==> src/sobet_win_cell.sv <==
`default_nettype none
module sobet_win_cell #(
  parameter int PIXEL_BITS = 8
) (
  input  wire                           clk,
  input  wire                           rst_n,
  input  wire                           shift_en,
  input  wire  [2:0][PIXEL_BITS-1:0]    col_in,
  output logic [2:0][PIXEL_BITS-1:0]    col_out
);

  logic [2:0][PIXEL_BITS-1:0] col_r;

  // one window column, top row in entry 0; take the right neighbour's column on shift
  always_ff @(posedge clk) begin
    if (!rst_n) begin
      col_r <= '0;
    end else if (shift_en) begin
      col_r <= col_in;
    end
  end

  assign col_out = col_r;

endmodule
`default_nettype wire

==> config.mk <==
export PLATFORM = sky130hd
export DESIGN_NAME = sobet_win_cell
export DESIGN_NICKNAME = d
export VERILOG_FILES = /design/src/sobet_win_cell.sv
export SDC_FILE = /design/constraint.sdc
export NUM_CORES = 1
export LEC_CHECK = 0
export ABC_AREA = 1
export BUFFER_PORTS_ARGS = -buffer_cell sky130_fd_sc_hd__buf_2
export CAP_MARGIN = 30
export CORE_ASPECT_RATIO = 1.1
export CORE_MARGIN = 10
export CORE_UTILIZATION = 39
export DETAILED_ROUTE_END_ITERATION = 16
export PLACE_DENSITY = 0.73
export SLEW_MARGIN = 20
export SYNTH_ARGS = -nofsm -noshare
export SYNTH_HDL_FRONTEND = slang
export SYNTH_SLANG_ARGS = --single-unit
==> constraint.sdc <==
create_clock -name clk -period 0.8 [get_ports clk]
set_input_delay 0.12 -clock clk [delete_from_list [all_inputs] [get_ports clk]]
set_output_delay 0.12 -clock clk [all_outputs]
set_load 0.1 [all_outputs]
## Word-level counts from Yosys, hierarchy flattened

Index checks and enable logic that the tools add are counted.

| word-level totals | value |
|---|---|
| output and inout port bits | 24 |
| register bits | 24 |

## Depth between registers and ports, before layout

| logic depth | value |
|---|---|
| depth in word-level cells | 0 |
| depth in mapped cells | 4 |
| gate-level depth less buffers | 4 |

## Worst setup path before layout

OpenSTA, ideal clock, no wires.

| timing | value |
|---|---|
| kind | register to register |
| start | register, netlist name col_out[5] |
| end | register col_r, in the netlist col_out[5] |
| arrival | 1.142 ns |
| clock period less this slack | 1.207 ns |
| data required time | 0.735 ns |
| cell stages (with the launch flop) | 3 |
| library setup time | 0.065 ns |
| path slack | -0.407 ns |
| path through | dfxtp_1 -> nor2_1 -> nor2_1 |

RTL lines:

| what | line | source |
|---|---|---|
| to (signal assigned) | 19 | `col_r <= col_in;` |
| to (decl) | 12 | `logic [2:0][PIXEL_BITS-1:0] col_r;` |

## Final worst setup path

| timing | value |
|---|---|
| start | register col_r, in the netlist col_out[15] |
| end | output col_out[15] (netlist name) |

RTL lines:

| what | line | source |
|---|---|---|
| to (decl) | 9 | `output logic [2:0][PIXEL_BITS-1:0] col_out` |

No word-level cell between the ends.

==> summary.md <==
| Metric | Value |
|---|---|
| Detailed Place HPWL | 2280 microns |
| Num rows | 19 |
| Chip width | 67.8 microns |
| Number of synthesized register bits | 24 |
| Routed WL | 2740 microns |
| Share of cells above drive strength 1 | 0.400 |
| Max stage delay on crit path | 0.39 ns |
| Max FFs per register | 24 |
| Storage cell area | 571 sq um |
| Die extent in y | 72.6 microns |
| FILL cells | 180 |
| Vias in the first global route | 983 |
| Hold buffers post-CTS | 0 |
| ANT cells | 0 |
| Largest cells by area after synthesis | dfxtp_1 (49%), nand2_1 (18%), nor2_1 (18%) |
| Minimum clock period | 0.998 ns |
| CTS clock-pin slew for the worst setup and hold paths | 0.13 ns |
| Final Setup Violations | 24 |
| Max-slew headroom | 0.733 |
| Multi-input logic area | 360 sq um |
| Area Growth Syn to Fin | 79.7% |
| PnR Total Power | 3.44 mW |
| Commonest cells post-synth | nand2_1 (48), nor2_1 (48), dfxtp_1 (24), inv_1 (24), buf_2 (4) |
| First-pass GRT wire length | 4640 microns |
| Die area | 0.00492 sq mm |
| Port-buffer cells | 50 |
| H-tree levels | 1 |
| Netlist cell types | 7 |
| Ys flop type | dfxtp_1 |
| Largest net degree at the start of global routing | 27 |
| Met2 Usage GRT | 0.214 |
| Met1 GRT Util | 0.124 |
| Min-delay worst type | input pin to flop |
| Register area share after synthesis | 0.490 |
| IO Count | 51 |
| Max VDD drop | 0.00140 V |
| Via count | 967 |
| Max-slew violation count | 0 |
| Fin crit share | 1.25 |
| Num CTS Buffers | 3 |
| Synthesized cell area | 981 sq um |
| Startpoint Class | flop |
| Unrepaired setup endpoints after global routing | true |
| Syn_nets | 178 |
| Gr ovfl total | 0 |
| Routed wire length per instance | 11.9 microns |
| Setup TNS | -4.29 ns |
| Final Hold Viols | 0 |
| Crit-path cells | buf_12 |
| Clock skew | 0 ns |
| Final setup margin | -0.198 ns |
| Core area | 0.00245 sq mm |
| Fmax | 1000 MHz |
| CP endpoint kind | output port |
| Run status | complete, but fails checks |
| Pre-Repair DR Iteration Count | 4 |
| Tot GR Track Use | 0.120 |
| Antenna violations before repair | 0 |
| Yosys warnings | 0 |
| Placer Congestion | 0.751 |
| Post-detailed-route count of antenna-violating nets | 0 |
| Synthesized area per cell | 6.50 sq um |
| Final nets | 228 |
| Met3 Usage GRT | 0.0384 |
| Buf+Inv Stages, Crit Path | 1 |
| Crit path max fanout | 2 |
| Clock Tree Buf Depth | 2 |
| Post-synth top area cell | dfxtp_1 |
| Clock sinks | 24 |
| Maxcap violations | 0 |
| Vias per cell | 4.19 |
| EDFF count, synth | 0 |
| Async SR Flop Fraction | 0 |
| Failing checks | negative setup slack |
| Worst Path Arrival | 0.88 ns |
| GRT busiest layer | met2 |
| Worst-Skew Late Latency | 0.31 ns |
| Synth top area share | 0.490 |
| CTS tree | built |
| Lkg Pwr | 0.922 nW |
| Critical path's top delay family | flip-flops |
| Residual DRC | 0 |
| Worst path slowest cell | dfxtp_4 |
| PwrDens | 1950 mW/mm^2 |
| Root buf cell | clkbuf_4 |
| Starting Density | 0.401 |
| Post-Synthesis Cells | 151 |
| Kind of critical path | flop to output port |
| Initial DRC count | 18 |
| Worst-Margin Slew | 0.400 ns |
| Worst path required time | 0.68 ns |
| Post-cts sizing count | 0 |
[per-layer routing]
| metal | routed length [microns] | up-vias |
|---|---|---|
| li1 | - | 522 |
| met1 | 957 | 413 |
| met2 | 1500 | 28 |
| met3 | 235 | 4 |
| met4 | 54 | 0 |
| met5 | 0 | - |
[kinds of logic after synthesis]
| kind of cell | synth area share |
|---|---|
| buffers and inverters | 0.143 |
| AND/OR/NAND/NOR | 0.367 |
| flip-flops | 0.490 |
[layout by cell type, fill, tap and decap left out]
cell type	synthesis	routed
dfxtp_4	0	24
bufinv_16	0	1
inv_1	24	24
nand2_1	48	48
buf_12	0	26
clkbuf_4	0	3
nor2_1	48	48
buf_2	4	26
[tightest hold or removal path, cell delays in order]
cell,delay [ns]
buf_2,0.09
inv_1,0.04
nand2_1,0.04
nand2_1,0.05
nor2_1,0.03
[cell type report]
| cell class | instances | share of cell area |
|---|---|---|
| repair buffers | 52 | 0.369 |
| clock buffers | 3 | 0.0128 |
| inverters | 24 | 0.0511 |
| clock inverters | 1 | 0.0170 |
| well taps | 31 | 0.0220 |
| flip-flops and latches | 24 | 0.324 |
| multi-input cells | 96 | 0.204 |
[metrics by stage]
step                      instance area (sq um)  utilization  std cells  hold WS [ns]  worst slack, ns
final                                      1760        0.720        231        0.0748           -0.198
after global routing                       1760        0.720        231        0.0648           -0.238
after CTS                                  1760        0.720        231        0.0606           -0.216
after detailed placement                   1710        0.699        227         0.412           0.0117
after global placement                     1710        0.699        227         0.402           0.0763
after floorplan                            1070            -        151         0.231           0.0511
[path summary, 6_finish.rpt]
path,slack (ns),endpoint,from,depth (start not counted)
setup / recovery,-0.20,col_out[15],col_out[15],1
hold / removal,0.07,col_out[5],col_in[5],5
setup reg to reg,0.18,col_out[15],col_out[15],2
hold reg to reg,0.51,col_out[9],col_out[9],2
[where the power goes]
part           internal, mW  switching, mW
logic                 0.446          0.796
registers              1.26         0.0909
clock network         0.507          0.343
total                  2.21           1.23
[timing repair]
action | in CTS | in global routing
setup buffers | 0 | 0
endpoints found under the setup margin | 24 | 24
pin swaps | 0 | 0
(Power assumes the default switching activity.)
