===== config.mk =====
export PLATFORM = sky130hd
export DESIGN_NAME = sobet_grad
export DESIGN_NICKNAME = d
export VERILOG_FILES = /design/src/sobet_pkg.sv /design/src/sobet_grad.sv
export SDC_FILE = /design/constraint.sdc
export NUM_CORES = 1
export LEC_CHECK = 0
export ABC_AREA = 0
export BUFFER_PORTS_ARGS = -buffer_cell sky130_fd_sc_hd__buf_2
export CORE_ASPECT_RATIO = 1.75
export CORE_MARGIN = 8
export CORE_UTILIZATION = 47
export CTS_CLUSTER_SIZE = 20
export DETAILED_ROUTE_END_ITERATION = 10
export RECOVER_POWER = 100
export SETUP_SLACK_MARGIN = 0.15
export SLEW_MARGIN = 20
export SYNTH_ARGS = -nofsm -noshare
export SYNTH_HDL_FRONTEND = slang
export SYNTH_SLANG_ARGS = --single-unit

===== constraint.sdc =====
create_clock -name clk -period 7.2 [get_ports clk]
set_clock_uncertainty 0.15 [all_clocks]
set_input_delay 0.36 -clock clk [delete_from_list [all_inputs] [get_ports clk]]
set_output_delay 0.36 -clock clk [all_outputs]
set_load 0.02 [all_outputs]

===== src/sobet_pkg.sv =====
`default_nettype none
package sobet_pkg;

  // Register field widths
  localparam int FW_BITS  = 10;
  localparam int FH_BITS  = 12;
  localparam int THR_BITS = 11;
  localparam int ROW_W    = 12;

  // Configuration port
  localparam int CFG_ADDR_W = 4;
  localparam int CFG_DATA_W = 32;

  localparam logic [1:0] REG_FRAME_WIDTH    = 2'd0;
  localparam logic [1:0] REG_FRAME_HEIGHT   = 2'd1;
  localparam logic [1:0] REG_EDGE_THRESHOLD = 2'd2;

  localparam logic [FW_BITS-1:0]  FW_RESET  = 10'd512;
  localparam logic [FH_BITS-1:0]  FH_RESET  = 12'd512;
  localparam logic [THR_BITS-1:0] THR_RESET = 11'd50;

  localparam int MIN_DIM = 3;

  // Item kinds carried on tuser
  localparam logic MODE_PIXEL = 1'b0;
  localparam logic MODE_DRAIN = 1'b1;

  // Result encoding
  localparam int               EDGE_W     = 8;
  localparam logic [EDGE_W-1:0] EDGE_VALUE = 8'hFF;
  localparam logic [EDGE_W-1:0] FLAT_VALUE = 8'h00;

  // Load enables for the gradient stages
  typedef struct packed {
    logic ld_grad;
    logic ld_square;
  } sobet_adv_t;

endpackage
`default_nettype wire


===== src/sobet_grad.sv =====
`default_nettype none
module sobet_grad #(
  parameter int PIXEL_BITS = 8
) (
  input  wire                               clk,
  input  wire  sobet_pkg::sobet_adv_t       adv,
  input  wire  [sobet_pkg::THR_BITS-1:0]    edge_threshold,
  input  wire  [2:0][PIXEL_BITS-1:0]        win_left,
  input  wire  [2:0][PIXEL_BITS-1:0]        win_mid,
  input  wire  [2:0][PIXEL_BITS-1:0]        win_right,
  output logic                              is_edge
);
  import sobet_pkg::*;

  localparam int SW    = PIXEL_BITS + 2;
  localparam int HW    = PIXEL_BITS + 3;
  localparam int SQ_W  = 2 * PIXEL_BITS + 4;
  localparam int THQ_W = 2 * THR_BITS;
  localparam int CMP_W = (SQ_W + 1 > THQ_W) ? SQ_W + 1 : THQ_W;

  logic [SW-1:0]          sum_left, sum_right, sum_top, sum_bot;
  logic signed [HW-1:0]   hor_nxt, ver_nxt;
  logic signed [HW-1:0]   hor_r, ver_r;
  logic signed [2*HW-1:0] hor_prod, ver_prod;
  logic [SQ_W-1:0]        hor_sq_r, ver_sq_r;
  logic [THQ_W-1:0]       thr_sq_r;
  logic [CMP_W-1:0]       mag;

  always_comb begin
    sum_left  = SW'(win_left[0]) + (SW'(win_left[1]) << 1) + SW'(win_left[2]);
    sum_right = SW'(win_right[0]) + (SW'(win_right[1]) << 1) + SW'(win_right[2]);
    sum_top   = SW'(win_left[0]) + (SW'(win_mid[0]) << 1) + SW'(win_right[0]);
    sum_bot   = SW'(win_left[2]) + (SW'(win_mid[2]) << 1) + SW'(win_right[2]);
    hor_nxt   = $signed({1'b0, sum_right}) - $signed({1'b0, sum_left});
    ver_nxt   = $signed({1'b0, sum_top}) - $signed({1'b0, sum_bot});
  end

  assign hor_prod = hor_r * hor_r;
  assign ver_prod = ver_r * ver_r;

  always_ff @(posedge clk) begin
    if (adv.ld_grad) begin
      hor_r <= hor_nxt;
      ver_r <= ver_nxt;
    end
    if (adv.ld_square) begin
      hor_sq_r <= hor_prod[SQ_W-1:0];
      ver_sq_r <= ver_prod[SQ_W-1:0];
    end
    // user sets threshold only while idle (unenforced); lag is harmless
    thr_sq_r <= THQ_W'(edge_threshold) * THQ_W'(edge_threshold);
  end

  assign mag     = CMP_W'(hor_sq_r) + CMP_W'(ver_sq_r);
  assign is_edge = mag > CMP_W'(thr_sq_r);

endmodule
`default_nettype wire


# == Yosys cells after proc, flatten, opt, wreduce, memory -nomap -nowiden ==
# Index checks and enable logic that the tools add are counted.
# totals
register_bits,84
output_inout_bits,1
inputBits,86
# op_classes
n_mul,3
add_sub_neg,11
magnitude_cmp,1
# ops
operator,count
$add A10 B8 Y10,4
$add A8 B9 Y10,4
$mul A11 B11 Y20,2
$gt A21 B22 Y1,1
$mul A11 B11 Y22,1
$sub A10 B10 Y11,2
$add A20 B20 Y21,1

# == Longest topological paths before layout ==
# logic_depth
ltp_word,3
depth_mapped,21

# == Worst setup path after synthesis ==
# OpenSTA, ideal clock, no wires.
# synth_timing
path_kind,register to register
start,register hor_r[4]
end,register hor_sq_r[19] (data pin)
period_less_slack_ns,5.477
required_time_ns,6.791
path_stages_with_launch,21
setup_slack_ns,1.723
t_arrival_ns,5.068
setup_ns,0.259
path_cell_list,edfxtp_1 -> clkbuf_1 -> inv_1 -> nor2_1 -> inv_1 -> fa_1 -> fa_1 -> fa_1 -> inv_1 -> fa_1 -> inv_1 -> fa_1 -> inv_1 -> ha_1 -> a21oi_1 -> nand2_1 -> o21ai_0 -> o21ai_0 -> a211oi_1 -> a21oi_1 -> xnor2_1
# synth_via
elab_chain_cells,1
# synth_rtl
item,line_no,source
"start, declared",sobet_grad.sv:23,"logic signed [HW-1:0] hor_r, ver_r;"
"start signal, assigned",sobet_grad.sv:43,hor_r <= hor_nxt;
$mul A11 B11 Y20,sobet_grad.sv:38,assign hor_prod = hor_r * hor_r;
named net hor_prod[19],sobet_grad.sv:24,"logic signed [2*HW-1:0] hor_prod, ver_prod;"
"end signal, assigned",sobet_grad.sv:47,hor_sq_r <= hor_prod[SQ_W-1:0];
"end, declared",sobet_grad.sv:25,"logic [SQ_W-1:0] hor_sq_r, ver_sq_r;"
# The timed path passes the listed nets, and every way through them passes these cells.
# A chain may end at the register's enable or synchronous reset.

# == Final worst setup path ==
# layout_timing
start,register hor_r[6]
end,register hor_sq_r[19] (data pin)
# The elaborated chain is that of the path after synthesis.

==> Implementation_results.wiki <==
{| class="wikitable"
! Metric !! Value
|-
| Setup slack after placement || 1.21 ns
|-
| Weighted congestion at the end of routability-driven global placement || 0.852
|-
| Violated checks || max-capacitance violations, max-slew violations
|-
| Area of the die || ~41000 um2
|-
| Global-route total usage across every layer || ~18%
|-
| Post-CTS Hold Buffers || 0
|-
| Clock tree from TritonCTS || yes
|-
| First-pass GRT wire length || 58.1 mm
|-
| Count of pins on the block boundary || 87
|-
| Initial antenna violation count || 0
|-
| Final-report hold violation count || 0
|-
| Max-cap violations || 1
|-
| Clock Sink Count || 81
|-
| EDFF count, synth || 60
|-
| Post-detailed-route count of antenna-violating nets || 0
|-
| First-iteration detailed-routing DRC count || 307
|-
| Post-CTS setup buffer count || 0
|-
| Least setup slack across all paths after layout || 1.22 ns
|-
| Antenna fix cells || 0
|-
| Fin nets || about 2300
|-
| Clock tree root buffer cell || sky130_fd_sc_hd__clkbuf_16
|-
| Hold WC Path Type || input port to register
|-
| Setup repair after global routing missed its margin || false
|-
| Row Count || 90
|-
| Syn Nets || ~2300
|-
| Sequential-to-total area share from yosys stat || roughly 14%
|-
| Number of global-route vias before repair || roughly 13000
|-
| Core area || roughly 34000 um2
|-
| Starting density of the core || between 40% and 50%
|-
| Fin crit share || 83.1%
|-
| Synthesis warning total || 0
|-
| Synthesized area per cell || 9.84 um2
|-
| Netlist area before placement || 16400 um2
|-
| Remaining global-route overflow || 0
|-
| Clock latency on the worst-skew pair || 0.34 ns
|-
| Top post-synthesis cells by count || sky130_fd_sc_hd__inv_1 (456), sky130_fd_sc_hd__fa_1 (315), sky130_fd_sc_hd__ha_1 (200)
|-
| Leading post-synthesis cells by cell area || sky130_fd_sc_hd__fa_1 (38%), sky130_fd_sc_hd__ha_1 (15%), sky130_fd_sc_hd__edfxtp_1 (11%)
|-
| Startpoint of the worst setup timing path || hor_r[6]
|-
| Drt via density || 4.99
|-
| Detailed placement HPWL || 30.0 mm
|-
| Yosys top cell area share || 38.4%
|-
| Required time at the endpoint of the critical path || 7.13 ns
|-
| Post-Route WL || about 34 mm
|-
| Number of slew-limit violations in the final report || 39
|-
| Normalized max-slew margin || -29.5%
|-
| Area growth syn-to-layout || 6.85%
|-
| Arrival time at the worst endpoint || 5.91 ns
|-
| Highest attainable clock frequency || 167 MHz
|-
| Post-synth ARST share || 0%
|-
| Run status || complete, but fails checks
|-
| Number of different library cells in the post-synthesis netlist || 53
|-
| CTS-repair resized insts || 0
|-
| Fillers || around 3300
|-
| Largest net degree at the start of global routing || 39
|-
| Post-layout minimum cycle time || approximately 6 ns
|-
| Buffers from clock root to sink, at most || 2
|-
| Crit Reg-Reg Startpoint || hor_r[6]
|-
| Transition time of the tightest slew-check pin || between 1.5 and 2 ns
|-
| Y dimension of the die || 263 um
|-
| Non-filler instance count after layout || around 2200
|-
| Launching element type of the critical path || register
|-
| Clock buffers created by TritonCTS || 9
|-
| Commonest register cell after synthesis || sky130_fd_sc_hd__edfxtp_1
|-
| Hold path startpoint || edge_threshold[1]
|-
| Type of destination of the critical path || register
|-
| Number of remaining DRC errors || 0
|-
| Horizontal die dimension || 157 um
|-
| Average wire per cell in the routed design || 15.3 um
|-
| First-pass detailed-route iteration total || 4
|-
| Post-route setup TNS || 0 ns
|-
| Most common cell in the synthesized netlist || sky130_fd_sc_hd__inv_1
|-
| Gate Count Post-Synth || ~1700
|-
| Share of layout cells above drive strength 1 || 5.53%
|-
| Cell type contributing the most total cell area after synthesis || sky130_fd_sc_hd__fa_1
|-
| Category of the most critical setup path || register to register
|-
| # port buffers || 78
|-
| Clock-pin slew reported for the worst setup and hold paths after clock tree synthesis || 0.06 ns
|-
| FF+latch count, synth || 81
|-
| Setup violation total in the final timing report || 0
|-
| Largest fanout of any net on the critical path || 10
|-
| H-tree lvl count || 3
|-
| Total vias in the final route || 10963
|-
| Instance count after placement with tap cells included || around 2200
|}
[routing by layer]
layer,routed length (um),vias up,global-route usage [%],share of wire (%)
met3,915,91,2.30,2.7
met1,11100,5470,16.5,33
met5,0,-,0,0
met2,19900,200,35.9,59
met4,1660,0,8.76,5.0
li1,-,5202,-,-
[cells in the final DEF, fill, tap and decap left out, drive strengths merged, types with 23 or more instances in the layout]
cell type,Yosys,layout
fa,315,315
nand2,101,101
xor2,23,23
ha,200,200
nor2,62,62
and2,71,71
buf,0,72
edfxtp,60,60
o21ai,30,30
xnor2,82,82
a21oi,59,59
a21o,27,27
inv,456,456
nor2b,25,25
[through the flow]
stage	instance area (um2)	hold WS (ns)	utilization, %
floorplan	16400	0.238	-
global placement	17300	0.497	50.2
detailed placement	17300	0.494	50.2
CTS	17600	0.130	51.0
global route	17600	0.257	50.9
finish	17600	0.254	50.9
[worst paths after layout]
check | end | slack, ns | cells past startpoint
max | hor_sq_r[19] | 1.22 | 19
min | thr_sq_r[2] | 0.25 | 2
max reg2reg | hor_sq_r[19] | 1.22 | 19
min reg2reg | ver_sq_r[0] | 0.73 | 0
[sequential cells by signal, summed over array words and instances, names as in the netlist]
| register | cells |
|---|---|
| thr_sq_r | 21 |
| hor_sq_r | 19 |
| ver_r | 11 |
| hor_r | 11 |
| ver_sq_r | 19 |
[worst max-delay path, cell delays in order, from the launching register on]
cell	delay [ns]
sky130_fd_sc_hd__edfxtp_1	0.61
sky130_fd_sc_hd__inv_1	0.19
sky130_fd_sc_hd__nor2_1	0.21
sky130_fd_sc_hd__inv_1	0.09
sky130_fd_sc_hd__fa_1	0.49
sky130_fd_sc_hd__fa_1	0.50
sky130_fd_sc_hd__fa_1	0.49
sky130_fd_sc_hd__inv_1	0.05
sky130_fd_sc_hd__fa_1	0.47
sky130_fd_sc_hd__inv_1	0.05
sky130_fd_sc_hd__fa_1	0.48
sky130_fd_sc_hd__inv_1	0.07
sky130_fd_sc_hd__ha_1	0.35
sky130_fd_sc_hd__a21oi_1	0.33
sky130_fd_sc_hd__nand2_1	0.08
sky130_fd_sc_hd__o21ai_0	0.31
sky130_fd_sc_hd__o21ai_0	0.18
sky130_fd_sc_hd__a211oi_1	0.35
sky130_fd_sc_hd__a21oi_1	0.13
sky130_fd_sc_hd__xnor2_1	0.14
[layout make-up]
| cell class | instances | area (um2) | share of cell area, % |
|---|---|---|---|
| Tap cell | 460 | 576 | 3.28 |
| Clock inverter | 3 | 25.0 | 0.143 |
| Inverter | 457 | 1720 | 9.77 |
| Timing Repair Buffer | 79 | 389 | 2.22 |
| Sequential cell | 81 | 2220 | 12.7 |
| Clock buffer | 13 | 260 | 1.48 |
| Multi-Input combinational cell | 1103 | 12400 | 70.4 |
[kinds of logic after synthesis]
logic type	synth area share, %
adders and majority gates	53.6
muxes	0.251
buffers and inverters	11.1
AOI/OAI and AO/OA	6.65
and+or+nand+nor	9.24
xor gates and xnor gates	5.60
DFF	13.5
Power is not shown: default switching activity piles up to over one toggle a cycle in this logic, so the estimate is an artifact.
